<file path="src/hdl/rlsfb_pkg.sv">
// ----------------------------------------------------------------------------
// rlsfb_pkg
// Shared types, frame constants and the bit-to-nibble encoder of the LED
// frame buffer.
// ----------------------------------------------------------------------------
package rlsfb_pkg;

    localparam int IN_W          = 40;  // stream input tdata width
    localparam int IN_USER_W     = 3;   // stream input tuser width
    localparam int OUT_W         = 8;   // stream output tdata width
    localparam int COLOR_W       = 24;  // packed G, R, B
    localparam int ENTRY_W       = COLOR_W + 1;  // written mark on top
    localparam int HEADER_BYTES  = 2;
    localparam int BYTES_PER_LED = 12;

    // k / 12 == (k * 171) >> 11 for every 8-bit k
    localparam int DIV12_MUL   = 171;
    localparam int DIV12_SHIFT = 11;

    typedef enum logic [2:0] {
        REQ_SET_ONE = 3'd0,
        REQ_SET_ALL = 3'd1,
        REQ_CLEAR   = 3'd2,
        REQ_ROTATE  = 3'd3,
        REQ_READ    = 3'd4
    } t_req_type;

    // Two color bits, MSB first, become two nibbles: 1000 for 0, 1100 for 1.
    function automatic logic [7:0] encode_byte(input logic [COLOR_W-1:0] grb,
                                               input logic [3:0] pair_idx);
        logic [4:0] pos;
        logic       hi;
        logic       lo;
        pos = 5'(5'd22 - {pair_idx, 1'b0});
        lo  = grb[pos];
        hi  = grb[5'(pos + 5'd1)];
        return {1'b1, hi, 2'b00, 1'b1, lo, 2'b00};
    endfunction

endpackage

</file>
<file path="src/hdl/rlsfb_modadd.sv">
// ----------------------------------------------------------------------------
// rlsfb_modadd
// Shared modulo adder: (a + b) mod MOD for operands already below MOD.
// ----------------------------------------------------------------------------
module rlsfb_modadd #(
    parameter int MOD = 16,
    parameter int W   = 4
) (
    input  logic [W-1:0] i_a,
    input  logic [W-1:0] i_b,
    output logic [W-1:0] o_sum
);

    logic [W:0] w_raw;

    always_comb begin
        w_raw = {1'b0, i_a} + {1'b0, i_b};
        if (int'(w_raw) >= MOD) begin
            // wrap once: both operands are below MOD
            o_sum = W'(w_raw - (W+1)'(MOD));
        end else begin
            o_sum = w_raw[W-1:0];
        end
    end

endmodule

</file>
<file path="src/hdl/rlsfb_store.sv">
// ----------------------------------------------------------------------------
// rlsfb_store
// Color memory: one write port, one read port with registered read data.
// ----------------------------------------------------------------------------
module rlsfb_store #(
    parameter int DEPTH = 16,
    parameter int AW    = 4,
    parameter int DW    = 25
) (
    input  logic          i_clk,
    input  logic          i_we,
    input  logic [AW-1:0] i_waddr,
    input  logic [DW-1:0] i_wdata,
    input  logic [AW-1:0] i_raddr,
    output logic [DW-1:0] o_rdata
);

    logic [DW-1:0] r_mem [DEPTH];
    logic [DW-1:0] r_rdata;

    always_ff @(posedge i_clk) begin
        if (i_we) begin
            r_mem[i_waddr] <= i_wdata;
        end
    end

    always_ff @(posedge i_clk) begin
        r_rdata <= r_mem[i_raddr];
    end

    assign o_rdata = r_rdata;

endmodule

</file>
<file path="src/hdl/rgb_led_spi_frame_buffer_core.sv">
// ----------------------------------------------------------------------------
// rgb_led_spi_frame_buffer_core
// Frame buffer for a chain of serial RGB LEDs with nibble-encoded SPI frame
// byte reads, set/fill/clear/rotate requests, one result item per request.
// ----------------------------------------------------------------------------
// Channel   Dir  tdata fields, low bit first            tuser
// s_axis    in   led_index[3:0] byte_index[11:4]        req_type[2:0]
//                red[19:12] green[27:20] blue[35:28]
// m_axis    out  frame_byte[7:0]                        bad_request[0]
//
// All address and wrap arithmetic runs through one modulo adder, and the
// color memory has one read and one write port.
// After reset a clearing pass wipes the written marks;
// no item is accepted during it.
// A result waiting on m_axis does not block the next accept; the following
// result holds in its last step until the output register frees.
// ----------------------------------------------------------------------------
module rgb_led_spi_frame_buffer_core #(
    parameter int LED_COUNT = 16
) (
    input  logic                      i_clk,
    input  logic                      i_rst_n,
    input  logic                      i_s_axis_tvalid,
    output logic                      o_s_axis_tready,
    // led_index, byte_index, red, green, blue
    input  logic [rlsfb_pkg::IN_W-1:0]  i_s_axis_tdata,
    // req_type
    input  logic [rlsfb_pkg::IN_USER_W-1:0] i_s_axis_tuser,
    output logic                      o_m_axis_tvalid,
    input  logic                      i_m_axis_tready,
    // frame_byte
    output logic [rlsfb_pkg::OUT_W-1:0] o_m_axis_tdata,
    // bad_request
    output logic                      o_m_axis_tuser
);

    import rlsfb_pkg::*;

    localparam int SW    = (LED_COUNT > 1) ? $clog2(LED_COUNT) : 1;
    localparam int TOTAL = HEADER_BYTES + BYTES_PER_LED * LED_COUNT;

    typedef enum logic [2:0] {
        S_CLR,
        S_IDLE,
        S_FILL,
        S_DIV,
        S_CALC,
        S_RD,
        S_ENC,
        S_DONE
    } t_state;

    t_state               r_state, n_state;
    logic [2:0]           r_req, n_req;
    logic [SW-1:0]        r_led, n_led;
    logic [7:0]           r_k, n_k;
    logic [3:0]           r_j, n_j;
    logic [COLOR_W-1:0]   r_color, n_color;
    logic [SW-1:0]        r_cnt, n_cnt;
    logic [SW-1:0]        r_base, n_base;
    logic [SW-1:0]        r_addr, n_addr;
    logic [7:0]           r_frame, n_frame;
    logic                 r_bad, n_bad;
    logic                 r_out_valid, n_out_valid;
    logic [7:0]           r_out_frame, n_out_frame;
    logic                 r_out_bad, n_out_bad;

    // input fields
    logic [2:0]           w_req;
    logic [3:0]           w_led;
    logic [7:0]           w_byte;
    logic [COLOR_W-1:0]   w_grb;
    logic                 w_accept;

    // shared adder and memory ports
    logic [SW-1:0]        w_add_a, w_add_b, w_sum;
    logic                 w_we;
    logic [SW-1:0]        w_waddr;
    logic [ENTRY_W-1:0]   w_wdata;
    logic [ENTRY_W-1:0]   w_rdata;

    // divide by twelve
    logic [15:0]          w_prod;
    logic [4:0]           w_quot;
    logic [7:0]           w_sub;

    assign w_req  = i_s_axis_tuser;
    assign w_led  = i_s_axis_tdata[3:0];
    assign w_byte = i_s_axis_tdata[11:4];
    assign w_grb  = {i_s_axis_tdata[27:20], i_s_axis_tdata[19:12],
                     i_s_axis_tdata[35:28]};

    assign o_s_axis_tready = (r_state == S_IDLE);
    assign w_accept        = i_s_axis_tvalid && o_s_axis_tready;

    assign o_m_axis_tvalid = r_out_valid;
    assign o_m_axis_tdata  = r_out_frame;
    assign o_m_axis_tuser  = r_out_bad;

    assign w_prod = 16'(r_k) * 16'(DIV12_MUL);
    assign w_quot = w_prod[15:DIV12_SHIFT];
    assign w_sub  = r_k - (8'(w_quot) * 8'(BYTES_PER_LED));

    rlsfb_modadd #(
        .MOD (LED_COUNT),
        .W   (SW)
    ) u_modadd (
        .i_a   (w_add_a),
        .i_b   (w_add_b),
        .o_sum (w_sum)
    );

    rlsfb_store #(
        .DEPTH (LED_COUNT),
        .AW    (SW),
        .DW    (ENTRY_W)
    ) u_store (
        .i_clk   (i_clk),
        .i_we    (w_we),
        .i_waddr (w_waddr),
        .i_wdata (w_wdata),
        .i_raddr (r_addr),
        .o_rdata (w_rdata)
    );

    // adder operand and memory write selection
    always_comb begin
        w_add_a = r_cnt;
        w_add_b = SW'(1);
        w_we    = 1'b0;
        w_waddr = r_cnt;
        w_wdata = '0;
        unique case (r_state)
            S_CLR: begin
                w_we = 1'b1;
            end
            S_FILL: begin
                w_we    = 1'b1;
                w_wdata = {1'b1, r_color};
            end
            S_CALC: begin
                if (r_req == REQ_ROTATE) begin
                    w_add_a = r_base;
                end else begin
                    w_add_a = r_led;
                    w_add_b = r_base;
                end
                if (r_req == REQ_SET_ONE) begin
                    w_we    = 1'b1;
                    w_waddr = w_sum;
                    w_wdata = {1'b1, r_color};
                end
            end
            default: begin
            end
        endcase
    end

    // sequencer
    always_comb begin
        n_state     = r_state;
        n_req       = r_req;
        n_led       = r_led;
        n_k         = r_k;
        n_j         = r_j;
        n_color     = r_color;
        n_cnt       = r_cnt;
        n_base      = r_base;
        n_addr      = r_addr;
        n_frame     = r_frame;
        n_bad       = r_bad;
        n_out_valid = r_out_valid;
        n_out_frame = r_out_frame;
        n_out_bad   = r_out_bad;

        if (r_out_valid && i_m_axis_tready) begin
            n_out_valid = 1'b0;
        end

        unique case (r_state)
            S_CLR: begin
                n_cnt = w_sum;
                if (int'(r_cnt) == LED_COUNT - 1) begin
                    n_state = S_IDLE;
                end
            end
            S_IDLE: begin
                if (w_accept) begin
                    n_req   = w_req;
                    n_frame = 8'd0;
                    n_bad   = 1'b0;
                    n_color = w_grb;
                    n_state = S_DONE;
                    unique case (w_req)
                        REQ_SET_ONE: begin
                            if (int'(w_led) >= LED_COUNT) begin
                                n_bad = 1'b1;
                            end else begin
                                n_led   = SW'(w_led);
                                n_state = S_CALC;
                            end
                        end
                        REQ_SET_ALL, REQ_CLEAR: begin
                            if (w_req == REQ_CLEAR) begin
                                n_color = '0;
                            end
                            n_cnt   = '0;
                            n_state = S_FILL;
                        end
                        REQ_ROTATE: begin
                            n_state = S_CALC;
                        end
                        REQ_READ: begin
                            if (int'(w_byte) >= TOTAL) begin
                                n_bad = 1'b1;
                            end else if (int'(w_byte) >= HEADER_BYTES) begin
                                n_k     = w_byte - 8'(HEADER_BYTES);
                                n_state = S_DIV;
                            end
                        end
                        default: begin
                            // unknown request: zero result, no change
                        end
                    endcase
                end
            end
            S_FILL: begin
                n_cnt = w_sum;
                if (int'(r_cnt) == LED_COUNT - 1) begin
                    n_state = S_DONE;
                end
            end
            S_DIV: begin
                n_led   = SW'(w_quot);
                n_j     = w_sub[3:0];
                n_state = S_CALC;
            end
            S_CALC: begin
                if (r_req == REQ_ROTATE) begin
                    n_base  = w_sum;
                    n_state = S_DONE;
                end else if (r_req == REQ_READ) begin
                    n_addr  = w_sum;
                    n_state = S_RD;
                end else begin
                    n_state = S_DONE;
                end
            end
            S_RD: begin
                n_state = S_ENC;
            end
            S_ENC: begin
                // unwritten slot reads as zero
                if (w_rdata[COLOR_W]) begin
                    n_frame = encode_byte(w_rdata[COLOR_W-1:0], r_j);
                end
                n_state = S_DONE;
            end
            S_DONE: begin
                if (!r_out_valid || i_m_axis_tready) begin
                    n_out_valid = 1'b1;
                    n_out_frame = r_frame;
                    n_out_bad   = r_bad;
                    n_state     = S_IDLE;
                end
            end
            default: begin
                n_state = S_IDLE;
            end
        endcase
    end

    always_ff @(posedge i_clk) begin
        if (!i_rst_n) begin
            r_state     <= S_CLR;
            r_cnt       <= '0;
            r_base      <= '0;
            r_out_valid <= 1'b0;
        end else begin
            r_state     <= n_state;
            r_cnt       <= n_cnt;
            r_base      <= n_base;
            r_out_valid <= n_out_valid;
        end
        r_req       <= n_req;
        r_led       <= n_led;
        r_k         <= n_k;
        r_j         <= n_j;
        r_color     <= n_color;
        r_addr      <= n_addr;
        r_frame     <= n_frame;
        r_bad       <= n_bad;
        r_out_frame <= n_out_frame;
        r_out_bad   <= n_out_bad;
    end

`ifndef ASSERT_OFF
    a_base_range: assert property (@(posedge i_clk) disable iff (!i_rst_n)
        int'(r_base) < LED_COUNT)
        else $error("rotation base out of range");

    a_cnt_range: assert property (@(posedge i_clk) disable iff (!i_rst_n)
        int'(r_cnt) < LED_COUNT)
        else $error("sweep counter out of range");

    a_bad_zero: assert property (@(posedge i_clk) disable iff (!i_rst_n)
        (o_m_axis_tvalid && o_m_axis_tuser) |-> (o_m_axis_tdata == 8'd0))
        else $error("bad request carries a nonzero frame byte");

    a_busy_after_accept: assert property (@(posedge i_clk) disable iff (!i_rst_n)
        (i_s_axis_tvalid && o_s_axis_tready) |=> !o_s_axis_tready)
        else $error("ready right after an accepted item");
`endif

endmodule
</file>
<file path="config.mk">
export PLATFORM = sky130hd
export DESIGN_NAME = rgb_led_spi_frame_buffer_core
export DESIGN_NICKNAME = d
export VERILOG_FILES = /design/src/hdl/rlsfb_pkg.sv /design/src/hdl/rlsfb_modadd.sv /design/src/hdl/rlsfb_store.sv /design/src/hdl/rgb_led_spi_frame_buffer_core.sv
export SDC_FILE = /design/constraint.sdc
export NUM_CORES = 1
export LEC_CHECK = 0
export BUFFER_PORTS_ARGS = -buffer_cell sky130_fd_sc_hd__buf_2
export CAP_MARGIN = 25
export CORE_UTILIZATION = 64
export CTS_BUF_LIST = sky130_fd_sc_hd__clkbuf_8
export CTS_CLUSTER_DIAMETER = 150
export DETAILED_ROUTE_END_ITERATION = 16
export MAX_ROUTING_LAYER = met4
export PLACE_DENSITY = 0.84
export SKIP_CTS_REPAIR_TIMING = 1
export SLEW_MARGIN = 25
export SYNTH_ARGS = -nofsm -noshare
export SYNTH_HDL_FRONTEND = slang
export SYNTH_SLANG_ARGS = --single-unit
export TNS_END_PERCENT = 5
</file>
<file path="constraint.sdc">
create_clock -name i_clk -period 7.9 [get_ports i_clk]
set_input_delay 1.185 -clock i_clk [delete_from_list [all_inputs] [get_ports i_clk]]
set_output_delay 1.185 -clock i_clk [all_outputs]
set_load 0.005 [all_outputs]
</file>
Word-level counts from Yosys, hierarchy flattened. Memory sizes are Yosys's and may differ from the RTL's. A register that Yosys moved wholly into a read port is not among the register bits. Cells that the tools add are included.

Word-level logic and storage cells: 115. Memory bits (read-only): 0. Bits in latches: 0. Memory bits (writable): 400. Bits of input ports: 47. Memories: 1. Bits in registers: 77.

Memory list: u_store.r_mem (words 16, bits a word 25, read ports 1, clocked after memory_dff 1, wr ports 1, line rlsfb_store.sv:18) `logic [DW-1:0] r_mem [DEPTH];`.

$add $sub $neg: 6. Div/mod/pow operators: 0. Order comparisons: 5. Multiplexer cells: 42. Reductions and logical operators: 22. Multiply operators: 2. Shift-type cells: 0. Bitwise operators: 2. Equality and inequality tests: 21.

Operators with widths (number): one-hot mux 25 bit (2 select lines) (1); two-way mux 24 bit (2); two-way mux 4 bit (11); two-way mux 25 bit (1); one-hot mux 3 bit (8 select lines) (1); equality test 3 bit, second input constant (6); two-way mux 3 bit (6); multiplier 8 x 8 -> 16 bit, second input constant (1); two-way mux 8 bit (2); one-hot mux 4 bit (2 select lines) (2); one-hot mux 8 bit (2 select lines) (1); equality test 3 x 2 -> 1 bit, second input constant (5); < comparator 5 x 6 -> 1 bit, second input constant (2); AND reduction 3 bit (4); binary-select mux 1 bit (select 5 bit) (2); zero test 3 bit (3); two-way mux 1 bit (9); one-hot mux 3 bit (3 select lines) (1); greater-or-equal comparator 8 x 2 -> 1 bit, second input constant (1); greater-or-equal comparator 8 bit, second input constant (1); != test 2 x 1 -> 1 bit, second input constant (4); subtractor 8 x 2 -> 8 bit, second input constant (1); equality test 3 x 1 -> 1 bit, second input constant (2); != test 2 bit, second input constant (3); other kinds (19) (28).

Logic depth before layout (Yosys ltp).
Word-level depth: 8. Mapped depth: 15. Gate-level depth less buffers: 15.

By module. From an unflattened synthesis, not the netlist that was laid out.

Cells, all modules: 1055. Area, all modules: 20021.7 µm².

Modules (own cells, without submodules): rlsfb_store (area each 15551.2 µm², cells an instance 660, instances 1); rgb_led_spi_frame_buffer_core (area each 4355.4 µm², cells an instance 382, instances 1); rlsfb_modadd (area each 115.1 µm², cells an instance 13, instances 1).

Worst setup path after synthesis. No wires, ideal clock.

Kind: register -> register. From: reg r_k[3]. To: reg r_j[3], data pin. Buffers on the path: 0. Data arrival time: 3981 ps. Path slack: 3660 ps. Period minus slack after synthesis: 4240 ps. Setup time: 259 ps. Stages on the path, launching flop included: 16. Data required time: 7641 ps. Path through: edfxtp_1 > ha_1 > fa_1 > fa_1 > inv_1 > fa_1 > inv_1 > ha_1 > and4_1 > or2_2 > o221ai_1 > o41a_1 > ha_1 > xor2_1 > xnor2_1 > xnor2_1.

Cells in the longest elaborated chain, start to end: 3.

Ends and longest elaborated chain: start, declared (line rgb_led_spi_frame_buffer_core.sv:56) `logic [7:0] r_k, n_k;`; start signal, assigned (line rgb_led_spi_frame_buffer_core.sv:287) `r_k <= n_k;`; multiplier 8 x 8 -> 16 bit (line rgb_led_spi_frame_buffer_core.sv:100) `assign w_prod = 16'(r_k) * 16'(DIV12_MUL);`; multiplier 5 x 2 -> 2 bit (line rgb_led_spi_frame_buffer_core.sv:102) `assign w_sub = r_k - (8'(w_quot) * 8'(BYTES_PER_LED));`; subtractor 4 bit * (line rgb_led_spi_frame_buffer_core.sv:102); named net w_sub[3] (line rgb_led_spi_frame_buffer_core.sv:85) `logic [7:0] w_sub;`; end signal, assigned (line rgb_led_spi_frame_buffer_core.sv:288) `r_j <= n_j;`; end, declared (line rgb_led_spi_frame_buffer_core.sv:57) `logic [3:0] r_j, n_j;`.

Mark *: on every way through the listed nets, which the timed path passes. The rest lies on a longest branch. A chain may end at the register's enable or synchronous reset.

Worst setup path after layout.
From: reg r_state[2]. To: mem u_store.r_mem[9][2], enable pin.

Cells in the longest elaborated chain, start to end: 7. Elaborated cells on any way between the ends: 15.

Ends and longest elaborated chain: start, declared (line rgb_led_spi_frame_buffer_core.sv:53) `t_state r_state, n_state;`; start signal, assigned (line rgb_led_spi_frame_buffer_core.sv:280) `r_state <= n_state;`; equality test 3 bit (line rgb_led_spi_frame_buffer_core.sv:133) `unique case (r_state)`; two-way mux 4 bit (line rgb_led_spi_frame_buffer_core.sv:133); adder 4 x 4 -> 5 bit (line rlsfb_modadd.sv:17) `w_raw = {1'b0, i_a} + {1'b0, i_b};`; subtractor 4 x 1 -> 4 bit or greater-or-equal comparator 5 bit (tied branches) (line rlsfb_modadd.sv:20, rlsfb_modadd.sv:18); two-way mux 4 bit (line rlsfb_modadd.sv:18) `if (int'(w_raw) >= MOD) begin`; two-way mux 4 bit (line rgb_led_spi_frame_buffer_core.sv:148) `if (r_req == REQ_SET_ONE) begin`; two-way mux 4 bit (line rgb_led_spi_frame_buffer_core.sv:133); end, declared (line rlsfb_store.sv:18).

Several ways; a longest one is shown, not always the timed one.

==> impl_metrics.tcl <==
set metrics [dict create \
    synth_area_leaders "edfxtp_1, mux4_2, dfxtp_1, ha_1, nor2b_1" \
    crit_type "reg2reg" \
    grt_max_degree 101 \
    detailed_place_hpwl_mm 23.30 \
    outcome "finished clean" \
    antenna_found_initial 0 \
    final_area_sq_um 22220 \
    clock_skew_ps 22.88 \
    clock_path_buffers 3 \
    cts_root_buffer "clkbuf_8" \
    clk_pin_slew_ps 60 \
    multi_input_area_sq_um 5308 \
    post-route-period-util_pct 59.46 \
    rsz0062_at_grt "no" \
    ff_latch_area_sq_um 14400 \
    cts_max_level 3 \
    synth_flop_cell "edfxtp_1" \
    numCtsBuffers 75 \
    core_sq_um 30670 \
    yosysMostFrequentCell "edfxtp_1" \
    port_buffers 49 \
    design.portCount 58 \
    period_needed_ps 4697 \
    route.detailed.drc 0 \
    die-area_sq_um 31940 \
    dieWidth_um 178.7 \
    ys_warn_count 0 \
    ant_nets 0 \
    yosysTopAreaCell "edfxtp_1" \
    required_ps 8150 \
    power_w 0.004864 \
    synthTopCellsByCount "edfxtp_1, mux4_2, nor2b_1" \
    peakVddDrop_mv 0.1690 \
    place_area_sq_um 20830 \
    grt_usage_pct 27.71 \
    grt_first_pass_wirelength_mm 60.43 \
    tightest_slew_ps 1079 \
    pre_cts_slack_ps 3217 \
    cts_tree "built" \
    grtUsageMet2_pct 44.40 \
    first_iter_violations 1105 \
    max_cap_violations 0 \
    gr-total-overflow 0 \
    die_h_um 178.7 \
    via_count 9855 \
    wl_per_cell_um 25.91 \
    fin_tns_setup_ps 0 \
    finalHoldViolCount 0 \
    syn_inst 1005 \
    arrival_ps 4950 \
    start_kind "register" \
    p_leak_nw 8.135 \
    hold_path.class "reg2reg" \
    worst_setup_path_end_kind "register" \
    drive_gt1_share_pct 27.37 \
    viasPerCell 6.297 \
    timing.final.ws_setup_ps 3203 \
    fmaxAchievable_mhz 212.9 \
    antenna_cells 0 \
    async_flop_share_pct 0 \
    busiest_layer "met2" \
    setup_viol 0 \
    fill_cells 1685 \
    drv_slew 0 \
    yosys.area.top_type_share_pct 68.37 \
    fin_nets 1219 \
    drt_pass1_iterations 5 \
    grt_use_met1_pct 35.28 \
    first_global_vias 10190 \
    cts_sinks 492 \
    initial_core_util_pct 65.16 \
    critical_path.max_fanout 16 \
    syn_area_per_cell_sq_um 19.89 \
    yosysSeqAreaShare_pct 72.07 \
    relSlewSlack_pct 27.93 \
    area_delta_synth_final_pct 11.16 \
    synth-seq-cells 492 \
    wirelength_mm 40.56 \
    synth-edff-count 455 \
    syn_area_sq_um 19990 \
    rows 64 \
    p_per_area_nw_per_um2 218.9 \
    ys_types 48 \
    met3_usage_pct 4.983 \
    gp_congestion 0.8426 \
    clk_latency_ps 600 \
]
## sequential cells by signal (all words and copies together) (netlist names), 3 cells and up
| name | flops |
|---|---|
| r_req | 3 |
| r_k | 8 |
| r_addr | 4 |
| r_state | 3 |
| r_cnt | 4 |
| u_store.r_mem | 400 |
| r_j | 4 |
| r_frame | 3 |
| r_led | 4 |
| u_store.o_rdata | 25 |
| r_color | 24 |
| r_base | 4 |
| o_m_axis_tdata | 3 |
## path summary, 6_finish.rpt
kind | cells past startpoint | slack [ps] | endpoint | start
setup / recovery | 10 | 3200 | u_store.r_mem[9][2] | r_state[2]
hold / removal | 0 | 420 | o_m_axis_tdata[6] | r_frame[6]
setup reg to reg | 10 | 3200 | u_store.r_mem[9][2] | r_state[2]
hold reg to reg | 0 | 420 | o_m_axis_tdata[6] | r_frame[6]
## where the power goes
group          switching, W  internal [W]
clock network      0.000928      0.000937
logic             0.0000748     0.0000438
registers         0.0000143       0.00287
total               0.00102       0.00385
## layout make-up
class,instances,share of cell area (%)
multi-input cells,426,23.89
clock buffers,80,4.956
well taps,396,2.230
repair buffers,72,2.264
clock inverters,52,1.031
flip-flops and latches,492,64.83
inverters,47,0.7941
## critical path: stages (launching register included)
cell	delay [ps]
dfxtp_1	620
or3b_1	580
o21ai_0	410
ha_1	310
a21o_1	160
a21oi_1	300
xor3_1	330
mux2_2	180
nand2_1	180
nor2_2	860
buf_4	450
## cell usage in the layout, fill, tap and decap left out, drive strengths merged, types with 13 or more instances in the layout
cell	count
buf	71
dfxtp	37
mux4	131
clkbuf	81
edfxtp	455
nor2	36
inv	84
nand2	28
a21oi	13
ha	46
nor2b	56
## layer usage
layer  routed length (um)  part of all wire, %
met1                15420                   38
met2                20770                   51
met3                 3037                  7.5
met4                 1331                  3.3
met5                    0                    0
## through the flow
| step | utilization [%] | cells | hold WS [ps] |
|---|---|---|---|
| after global placement | 67.73 | 1428 | 403.6 |
| after detailed placement | 67.91 | 1430 | 405.2 |
| after floorplan | - | 1008 | 400.3 |
| final | 72.44 | 1565 | 420.8 |
| after CTS | 72.25 | 1562 | 419.6 |
| after global routing | 72.44 | 1565 | 428.7 |
## kinds of logic after synthesis
kind of cell / Yosys count / synth area share, %
other: 1 / 0.01876
adders and majority gates: 58 / 4.082
xor gates and xnor gates: 16 / 0.7763
buffers and inverters: 90 / 1.859
muxes: 141 / 15.28
DFF: 492 / 72.07
AOI/OAI and AO/OA: 52 / 1.759
and+or+nand+nor: 155 / 4.157
Power figures use the tool's default switching activity.
